## src/rtl/tdpt_pkg.sv

```systemverilog
// ---------------------------------------------------------------------------
// tdpt_pkg: shared constants and types for the trial division prime tester
// Holds the value width, the derived divisor and square widths, and the
// structs for the sequencer-divider handshake and the sequencer's result.
// ---------------------------------------------------------------------------
package tdpt_pkg;

	localparam int VALUE_WIDTH = 16;
	// divisor reaches at most 2^ceil(VALUE_WIDTH/2), so one extra bit
	localparam int DIV_WIDTH   = (VALUE_WIDTH + 1) / 2 + 1;
	localparam int SQ_WIDTH    = 2 * DIV_WIDTH;
	localparam int CNT_WIDTH   = $clog2(VALUE_WIDTH + 1);
	localparam int TDATA_WIDTH = ((VALUE_WIDTH + 7) / 8) * 8;

	typedef struct packed {
		logic                   start;
		logic [VALUE_WIDTH-1:0] dividend;
		logic [DIV_WIDTH-1:0]   divisor;
	} div_req_t;

	typedef struct packed {
		logic done;
		logic rem_zero;
	} div_rsp_t;

	typedef struct packed {
		logic                   valid;
		logic [VALUE_WIDTH-1:0] value;
		logic                   prime;
	} res_t;

endpackage

```

## src/rtl/tdpt_divider.sv

```systemverilog
// ---------------------------------------------------------------------------
// tdpt_divider: shared restoring remainder unit
// Brings in one dividend bit per cycle, MSB first, and keeps the partial
// remainder below the divisor. Raises done in the same cycle as the final remainder.
// ---------------------------------------------------------------------------
module tdpt_divider
	import tdpt_pkg::*;
(
	input  logic     clk,
	input  logic     arst_n,
	input  div_req_t req,
	output div_rsp_t rsp
);

	logic                   busy_q;
	logic                   done_q;
	logic [CNT_WIDTH-1:0]   cnt_q;
	logic [DIV_WIDTH-1:0]   rem_q;
	logic [VALUE_WIDTH-1:0] dvd_q;
	logic [DIV_WIDTH-1:0]   dvs_q;

	logic [DIV_WIDTH:0]     trial;
	logic [DIV_WIDTH-1:0]   diff;
	logic                   ge;
	logic [DIV_WIDTH-1:0]   rem_nxt;

	// one restoring step: shift in a bit, subtract the divisor if it fits
	always_comb begin
		trial   = {rem_q, dvd_q[VALUE_WIDTH-1]};
		ge      = trial >= {1'b0, dvs_q};
		// the difference is below the divisor whenever it is kept
		diff    = trial[DIV_WIDTH-1:0] - dvs_q;
		rem_nxt = ge ? diff : trial[DIV_WIDTH-1:0];
	end

	// control: load on start, count down the dividend bits
	always_ff @(posedge clk or negedge arst_n) begin
		if (!arst_n) begin
			busy_q <= 1'b0;
			done_q <= 1'b0;
			cnt_q  <= '0;
		end else begin
			done_q <= 1'b0;
			if (req.start) begin
				busy_q <= 1'b1;
				cnt_q  <= CNT_WIDTH'(VALUE_WIDTH);
			end else if (busy_q) begin
				cnt_q <= cnt_q - CNT_WIDTH'(1);
				if (cnt_q == CNT_WIDTH'(1)) begin
					busy_q <= 1'b0;
					done_q <= 1'b1;
				end
			end
		end
	end

	// datapath: partial remainder and dividend shift register
	always_ff @(posedge clk) begin
		if (req.start) begin
			rem_q <= '0;
			dvd_q <= req.dividend;
			dvs_q <= req.divisor;
		end else if (busy_q) begin
			rem_q <= rem_nxt;
			dvd_q <= {dvd_q[VALUE_WIDTH-2:0], 1'b0};
		end
	end

	assign rsp.done     = done_q;
	assign rsp.rem_zero = (rem_q == '0);

endmodule

```

## src/rtl/tdpt_seq.sv

```systemverilog
// ---------------------------------------------------------------------------
// tdpt_seq: trial divisor sequencer
// Steps the divisor upward from two, keeps its square by running sums, and
// hands each trial to the shared divider until a factor or the bound is hit.
// ---------------------------------------------------------------------------
module tdpt_seq
	import tdpt_pkg::*;
(
	input  logic                   clk,
	input  logic                   arst_n,
	input  logic                   in_valid,
	input  logic [VALUE_WIDTH-1:0] in_value,
	output logic                   in_ready,
	output div_req_t               div_req,
	input  div_rsp_t               div_rsp,
	output res_t                   res,
	input  logic                   res_take
);

	typedef enum logic [1:0] {
		S_IDLE,
		S_CHECK,
		S_WAIT,
		S_DONE
	} state_t;

	state_t                 state_q;
	logic [VALUE_WIDTH-1:0] n_q;
	logic [DIV_WIDTH-1:0]   d_q;
	logic [SQ_WIDTH-1:0]    sq_q;
	logic                   prime_q;
	logic                   start_q;

	// sequence the trials; square advances by 2d+1 with each divisor step
	always_ff @(posedge clk or negedge arst_n) begin
		if (!arst_n) begin
			state_q <= S_IDLE;
			n_q     <= '0;
			d_q     <= '0;
			sq_q    <= '0;
			prime_q <= 1'b0;
			start_q <= 1'b0;
		end else begin
			start_q <= 1'b0;
			case (state_q)
				S_IDLE: begin
					if (in_valid) begin
						n_q  <= in_value;
						d_q  <= DIV_WIDTH'(2);
						sq_q <= SQ_WIDTH'(4);
						if (in_value < VALUE_WIDTH'(2)) begin
							prime_q <= 1'b0;
							state_q <= S_DONE;
						end else begin
							state_q <= S_CHECK;
						end
					end
				end
				S_CHECK: begin
					if (sq_q > SQ_WIDTH'(n_q)) begin
						prime_q <= 1'b1;
						state_q <= S_DONE;
					end else begin
						start_q <= 1'b1;
						state_q <= S_WAIT;
					end
				end
				S_WAIT: begin
					if (div_rsp.done) begin
						if (div_rsp.rem_zero) begin
							prime_q <= 1'b0;
							state_q <= S_DONE;
						end else begin
							d_q     <= d_q + DIV_WIDTH'(1);
							sq_q    <= sq_q + SQ_WIDTH'({d_q, 1'b1});
							state_q <= S_CHECK;
						end
					end
				end
				S_DONE: begin
					if (res_take) begin
						state_q <= S_IDLE;
					end
				end
				default: begin
					state_q <= S_IDLE;
				end
			endcase
		end
	end

	assign in_ready         = (state_q == S_IDLE);
	assign div_req.start    = start_q;
	assign div_req.dividend = n_q;
	assign div_req.divisor  = d_q;
	assign res.valid        = (state_q == S_DONE);
	assign res.value        = n_q;
	assign res.prime        = prime_q;

endmodule

```

## src/rtl/trial_division_prime_test_unit.sv

```systemverilog
// ---------------------------------------------------------------------------
// trial_division_prime_test_unit: iterative primality tester
// Tests each candidate word by trial division on one shared divider.
// ---------------------------------------------------------------------------
// Usage:
//   Slave channel s_axis_* takes one candidate word per transfer. Master
//   channel m_axis_* returns one word per candidate: the candidate echoed in
//   tdata and the prime flag in tuser.
//   Divisors run from two upward until a divisor leaves no remainder (not
//   prime) or its square exceeds the candidate (prime). Zero and one report
//   not prime without any trial.
//   Each trial runs the candidate through the shared restoring divider and
//   follows one bound check; for 16-bit values a candidate needs at most
//   254 trials. The divider's bit-per-cycle loop sets the time that each
//   trial takes.
//   s_axis_tready is high only while no candidate is in work. A finished
//   result moves into the output register; if the receiver stalls, the next
//   result waits in the sequencer until the register frees.
//   Reset (arst_n low) empties the block and drops any word in flight.
// ---------------------------------------------------------------------------
module trial_division_prime_test_unit
	import tdpt_pkg::*;
(
	input  logic                   clk,
	input  logic                   arst_n,
	input  logic                   s_axis_tvalid,
	output logic                   s_axis_tready,
	input  logic [TDATA_WIDTH-1:0] s_axis_tdata,  // [VALUE_WIDTH-1:0] candidate
	output logic                   m_axis_tvalid,
	input  logic                   m_axis_tready,
	output logic [TDATA_WIDTH-1:0] m_axis_tdata,  // [VALUE_WIDTH-1:0] tested_value
	output logic                   m_axis_tuser   // [0] is_prime
);

	div_req_t               div_req;
	div_rsp_t               div_rsp;
	res_t                   res;
	logic                   res_take;
	logic                   out_valid_q;
	logic [VALUE_WIDTH-1:0] out_value_q;
	logic                   out_prime_q;

	tdpt_seq u_seq (
		.clk      (clk),
		.arst_n   (arst_n),
		.in_valid (s_axis_tvalid),
		.in_value (s_axis_tdata[VALUE_WIDTH-1:0]),
		.in_ready (s_axis_tready),
		.div_req  (div_req),
		.div_rsp  (div_rsp),
		.res      (res),
		.res_take (res_take)
	);

	tdpt_divider u_div (
		.clk    (clk),
		.arst_n (arst_n),
		.req    (div_req),
		.rsp    (div_rsp)
	);

	// take a result when the output register is empty or being drained
	assign res_take = res.valid && (!out_valid_q || m_axis_tready);

	// output register: hold the word until the receiver takes it
	always_ff @(posedge clk or negedge arst_n) begin
		if (!arst_n) begin
			out_valid_q <= 1'b0;
		end else if (res_take) begin
			out_valid_q <= 1'b1;
		end else if (m_axis_tready) begin
			out_valid_q <= 1'b0;
		end
	end

	always_ff @(posedge clk) begin
		if (res_take) begin
			out_value_q <= res.value;
			out_prime_q <= res.prime;
		end
	end

	assign m_axis_tvalid = out_valid_q;
	assign m_axis_tdata  = TDATA_WIDTH'(out_value_q);
	assign m_axis_tuser  = out_prime_q;

	// a candidate just taken closes the input in the next cycle
	a_busy_after_accept: assert property (@(posedge clk) disable iff (!arst_n)
		s_axis_tvalid && s_axis_tready |=> !s_axis_tready)
		else $error("input ready straight after accepting a candidate");

	// the divider finishes only while a candidate is in work
	a_div_only_busy: assert property (@(posedge clk) disable iff (!arst_n)
		div_rsp.done |-> !s_axis_tready)
		else $error("divider finished while the block was idle");

	// zero and one never leave flagged as prime
	a_prime_ge_two: assert property (@(posedge clk) disable iff (!arst_n)
		m_axis_tvalid && m_axis_tuser |-> out_value_q >= VALUE_WIDTH'(2))
		else $error("value below two flagged as prime");

	// the only even prime is two
	a_even_prime: assert property (@(posedge clk) disable iff (!arst_n)
		m_axis_tvalid && m_axis_tuser && !out_value_q[0] |-> out_value_q == VALUE_WIDTH'(2))
		else $error("even value above two flagged as prime");

endmodule

```

## config.mk

```make
export PLATFORM = sky130hd
export DESIGN_NAME = trial_division_prime_test_unit
export DESIGN_NICKNAME = d
export VERILOG_FILES = /design/src/rtl/tdpt_pkg.sv /design/src/rtl/tdpt_divider.sv /design/src/rtl/tdpt_seq.sv /design/src/rtl/trial_division_prime_test_unit.sv
export SDC_FILE = /design/constraint.sdc
export NUM_CORES = 1
export LEC_CHECK = 0
export ABC_CLOCK_PERIOD_IN_PS = 3890
export BUFFER_PORTS_ARGS = -buffer_cell sky130_fd_sc_hd__buf_4
export CELL_PAD_IN_SITES_DETAIL_PLACEMENT = 0
export CELL_PAD_IN_SITES_GLOBAL_PLACEMENT = 2
export CORE_MARGIN = 4
export CORE_UTILIZATION = 43
export CTS_CLUSTER_SIZE = 24
export DETAILED_ROUTE_END_ITERATION = 10
export GPL_TIMING_DRIVEN = 0
export PLACE_DENSITY = 0.83
export SYNTH_ARGS = -nofsm -noshare
export SYNTH_HDL_FRONTEND = slang
export SYNTH_SLANG_ARGS = --single-unit
```

## constraint.sdc

```tcl
create_clock -name clk -period 3.89 [get_ports clk]
set_input_delay 0.1945 -clock clk [delete_from_list [all_inputs] [get_ports clk]]
set_output_delay 0.1945 -clock clk [all_outputs]
set_load 0.02 [all_outputs]
```

# After elaboration in Yosys (flattened, before gate mapping)
# Index checks and enable logic that the tools add are counted.
op_classes:
  addsub: 4
  order_cmp: 3
  eq_ne: 11
  n_mux: 36
  n_reduce_logical: 13
ops:
  columns: ["cell", "n"]
  rows:
  - ["$mux W18", 3]
  - ["$mux W9", 4]
  - ["$pmux W18 S2", 1]
  - ["$mux W16", 2]
  - ["$add A18 B10 Y18", 1]
  - ["$gt A18 B16 Y1", 1]
  - ["$pmux W9 S2", 1]
  - ["$lt A16 B2 Y1 const B", 1]
  - ["$mux W1", 16]
  - ["$ge A10 B9 Y1", 1]
  - ["$mux W2", 5]
  - ["$mux W5", 2]
  - ["$add A9 B1 Y9 const B", 1]
  - ["$logic_not A9 Y1", 1]
  - ["$sub A9 B9 Y9", 1]
  - ["$ne A2 B1 Y1 const B", 4]
  - ["$pmux W2 S4", 1]
  - ["$ne A2 B2 Y1 const B", 3]
  - ["$reduce_and A6 Y1", 1]
  - ["$reduce_bool A2 Y1", 3]
  - ["$eq A5 B1 Y1 const B", 1]
  - ["$sub A5 B1 Y5 const B", 1]
  - ["$eq A2 B2 Y1 const B", 2]
  - ["$reduce_and A4 Y1", 1]
  - ["9 further kinds", 9]
word_totals:
  reg_bits: 106
  inputBits: 20
  out_inout_bits: 19
  word_cells: 82

# Logic depth before layout (Yosys ltp)
depth:
  ltp_word: 5
  ltp_mapped: 10
  ltp_nobuf: 9

# Hierarchy
# Synthesis repeated with hierarchy kept, for this count alone.
unflattened:
  hier_cells: 531
  hier_area_um2: 5675.4
by_module_without_submodules:
  columns: ["mod", "n_inst", "cells_per_inst", "area_per_inst_um2"]
  rows:
  - ["tdpt_seq", 1, 324, 2922.8]
  - ["tdpt_divider", 1, 186, 2198.4]
  - ["trial_division_prime_test_unit", 1, 21, 554.3]

# Worst setup path after synthesis
# No wires, ideal clock.
synth_timing:
  path_kind: "register to register"
  from: "register u_div.dvs_q[0]"
  to: "register u_div.rem_q[5]"
  arrival_time_ps: 2011
  required_time_ps: 3766
  setup_slack_ps: 1755
  stages_incl_launch_ff: 9
  path_buffers: 1
  period_less_slack_ps: 2135
  path_cell_list: "edfxtp_1 > ha_1 > fa_1 > nor2b_4 > o31a_4 > o2111ai_2 > o2bb2ai_2 > buf_6 > o311a_2"
synth_between:
  elab_chain_len: 2
  word_cells_on_any_way: 3
  classes_between: "1 x add/sub; 1 x order compare; 1 x mux"
synth_lines:
  columns: ["element", "line_no", "text"]
  rows:
  - ["start, declared", "tdpt_divider.sv:20", "logic [DIV_WIDTH-1:0] dvs_q;"]
  - ["start signal, assigned", "tdpt_divider.sv:62", "dvs_q <= req.divisor;"]
  - ["$sub A9 B9 Y9 / $ge A10 B9 Y1 (equally long branches)", "tdpt_divider.sv:32, tdpt_divider.sv:30", null]
  - ["$mux W9 (*)", "tdpt_divider.sv:33", "rem_nxt = ge ? diff : trial[DIV_WIDTH-1:0];"]
  - ["end signal, assigned", "tdpt_divider.sv:64", "rem_q <= rem_nxt;"]
  - ["end, declared", "tdpt_divider.sv:18", "logic [DIV_WIDTH-1:0] rem_q;"]
# Mark *: on every way between the ends. The rest lies on a longest branch, timed or not.
# A chain may end at the register's enable or synchronous reset.

# Final worst setup path
# Ends and elaborated chain as after synthesis.

==> flow_metrics.py <==
metrics = {
    "sta": {
        "fin_crit_sh_pct": 61.0,
        "worst_pin_slew_ns": 0.853,
        "timing.fmax_ghz": 0.421,
        "fin_crit_ns": 2.37,
        "finalHoldViolations": 0,
        "rsz0062_at_grt": "no",
        "slew_headroom_pct": 42.8,
        "drv_slew": 0,
        "hold_ws_ns": 0.0437,
        "setup_violations": 0,
        "clock_skew_ns": 0.0100,
        "tns_ns": 0,
    },
    "critical_path": {
        "critPathRequiredTime_ns": 4.13,
        "crit_path_top_delay_cell": "fa_1",
        "critPathLaunchType": "register",
        "crit_fanout": 10,
        "path_delay_family": "compound AO/OA/AOI/OAI gates",
        "arrival_ns": 2.62,
        "ff2ff_path_depth": 8,
        "r2r-start": "u_div.dvs_q[0]",
        "critPathKind": "reg -> reg",
        "r2r-end": "u_div.rem_q[5]",
        "r2r_slack_ns": 1.52,
        "cp-end-kind": "register",
        "critPathMaxStageDelay_ns": 0.46,
        "crit_start": "u_div.dvs_q[0]",
        "endpoint": "u_div.rem_q[5]",
        "path_depth": 8,
        "cp_num_buf_inv": 1,
        "path_cells": "ha_1 -> fa_1 -> nor2b_4 -> o31a_4 -> o2111ai_2 -> o2bb2ai_2 -> buf_6 -> o311a_2",
    },
    "finish": {
        "drive_above_1_share_pct": 16.3,
        "final_nets": 623,
        "syn_to_final_growth_pct": 15.2,
        "fin_cells": 741,
        "antenna_cells": 0,
    },
    "route": {
        "wl_per_cell_um": 16.5,
        "routed_wl_um": 12200,
        "vias_per_cell": 5.21,
        "vias": 3861,
        "first_pass_iters": 4,
        "drc": 0,
        "ant_nets": 0,
        "drtIter0Drc": 282,
    },
    "grt": {
        "grt_max_degree": 56,
        "gr-usage-all-layers_pct": 17.8,
        "grt_pass1_wl_um": 20300,
        "grt_pass1_vias": 3847,
        "antenna_found_initial": 0,
        "overflow": 0,
    },
    "placed_design": {
        "hpwl_um": 9290,
        "post-place-cells": 724,
        "gp_congestion": 0.872,
        "port_buffers": 38,
    },
    "floorplanning": {
        "num_rows": 41,
        "core_area_um2": 12600,
        "dieArea_um2": 14800,
        "initial_core_util_pct": 43.9,
        "num_io_pins": 39,
        "die-height_um": 122,
        "dieWidth_um": 122,
    },
    "pwr": {
        "peakVddDrop_uv": 261,
        "clockPowerShare_pct": 20.3,
        "p_int_mw": 3.10,
        "power_density_nw_per_um2": 775,
        "power_mw": 4.95,
        "leakagePower_nw": 2.74,
        "p_comb_share_pct": 41.2,
        "p_seq_share_pct": 38.5,
        "power.switching_mw": 1.85,
        "switching_share_pct": 37.4,
    },
    "synthesis": {
        "synth_top_area_cell": "dfrtp_1",
        "synth_top_area_share_pct": 24.8,
        "ys_top_cells_by_count": "dfrtp_1, nand2_1, edfxtp_1",
        "avgSynthCellArea_um2": 10.8,
        "ys.flop_type": "dfrtp_1",
        "yosysWarnings": 0,
        "ys_seq_area_share_pct": 50.9,
        "synth_seq_cells": 106,
        "async_flop_share_pct": 51.9,
        "synth_edf_count": 42,
        "ys_types": 66,
        "syn_nets": 573,
        "synth_area_leaders": "dfrtp_1, edfxtp_1, ha_1, dfxtp_1, o21ai_0",
        "yosysMostFrequentCell": "dfrtp_1",
        "synthCells": 514,
        "netlist_area_um2": 5540,
    },
    "cts": {
        "numCtsBuffers": 9,
        "clock_sinks": 106,
        "cts_resized": 0,
        "cts_tree": "built",
        "clk_pin_slew_ns": 0.07,
        "insertion_delay_ns": 0.35,
        "clk_path_buf_depth": 2,
        "h-tree-depth": 3,
        "cts_root_buffer": "clkbuf_16",
    },
    "run_status": {
        "status": "finished clean",
    },
    "flow_run": {
        "drv_cap": 0,
    },
    "worst_hold_path": {
        "hp-class": "in -> reg",
    },
}
-- how the worst min path moves through the flow --
stage | startpoint | cells after the start | slack (ns) | end
global route | s_axis_tdata[11] | 3 | 0.06 | u_seq.n_q[11]
finish | s_axis_tdata[0] | 3 | 0.04 | u_seq.n_q[0]
detailed placement | arst_n | 1 | 0.32 | u_seq.sq_q[9]
floorplan | arst_n | 0 | -0.10 | m_axis_tvalid
global placement | arst_n | 1 | 0.31 | u_seq.sq_q[9]
CTS | s_axis_tdata[0] | 3 | 0.04 | u_seq.n_q[0]
-- what timing repair did --
action                    4_1_cts  5_1_grt
setup buffers                   0        0
hold endpoints to repair       55        0
hold buffers                    1        0
-- power by group through the flow --
stage | clock network, mW | registers (mW) | logic [mW]
final | 1.00 | 1.91 | 2.04
after global routing | 1.08 | 1.96 | 2.31
after CTS | 1.03 | 1.91 | 2.05
after detailed placement | 0 | 1.93 | 2.04
after global placement | 0 | 1.92 | 2.00
after floorplan | 0 | 1.88 | 1.52
-- cells by family after synthesis --
logic type | synth area share, %
AND/OR/NAND/NOR | 14.8
flip-flops | 50.9
AO/OA/AOI/OAI | 13.1
buffers and inverters | 3.86
adder cells (fa/ha/maj) | 9.08
multiplexers | 4.70
XOR/XNOR | 3.64
-- cell type report --
type | instances | area [um2]
buffer | 16 | 71.3
clock buffer | 9 | 225
clock inverter | 7 | 105
fill | 1199 | 6240
inverter | 38 | 143
multi-input combinational | 354 | 2510
sequential | 106 | 2820
tap | 172 | 215
timing repair buffer | 39 | 295
-- metal layers --
layer  vias up  part of all wire [%]  global-route usage (%)  wire length (um)
met3        10                   4.1                    4.15               506
li1       1950                     -                       -                 -
met1      1841                    52                    26.5              6310
met5         -                     0                       0                 0
met4         0                   1.2                    4.62               147
met2        60                    43                    26.1              5270
-- placed cells by master, fill, tap and decap left out, types with 6 or more instances in the layout --
master and instances:
clkbuf_1 10, o21ai_0 36, dfrtp_1 55, ha_1 37, nor2_1 38, mux2_2 16, xor2_1 9, a21oi_1 22
edfxtp_1 42, nand4_1 13, nor3_1 9, nand2b_1 7, nand2_1 48, buf_4 38, mux2i_1 8, clkbuf_16 9
xnor2_1 14, inv_1 38, and3_1 6, dfxtp_1 9, nand3_1 12
-- worst register-to-register path, stage by stage, from the launching register on --
cell       delay, ns
edfxtp_1        0.43
ha_1            0.25
fa_1            0.46
nor2b_4         0.15
o31a_4          0.15
o2111ai_2       0.12
o2bb2ai_2       0.18
buf_6           0.16
o311a_2         0.37
-- through the flow --
stage | worst slack [ns] | utilization [%] | cell area [um2]
floorplan | 1.75 | - | 5540
global placement | 1.49 | 47.9 | 6040
detailed placement | 1.46 | 47.9 | 6040
CTS | 1.45 | 50.6 | 6380
global route | 1.40 | 50.6 | 6380
finish | 1.52 | 50.6 | 6380
-- registers in the layout, indices dropped and copies added, names as in the netlist --
name and cells:
u_seq.start_q 1, u_seq.state_q 2, m_axis_tdata 16, m_axis_tvalid 1
u_div.busy_q 1, u_div.dvs_q 9, m_axis_tuser 1, u_div.dvd_q 16
u_div.done_q 1, u_seq.n_q 16, u_seq.sq_q 18, u_div.cnt_q 5
u_seq.prime_q 1, u_div.rem_q 9, u_seq.d_q 9
Note: power is estimated with default switching activity, not from simulation.
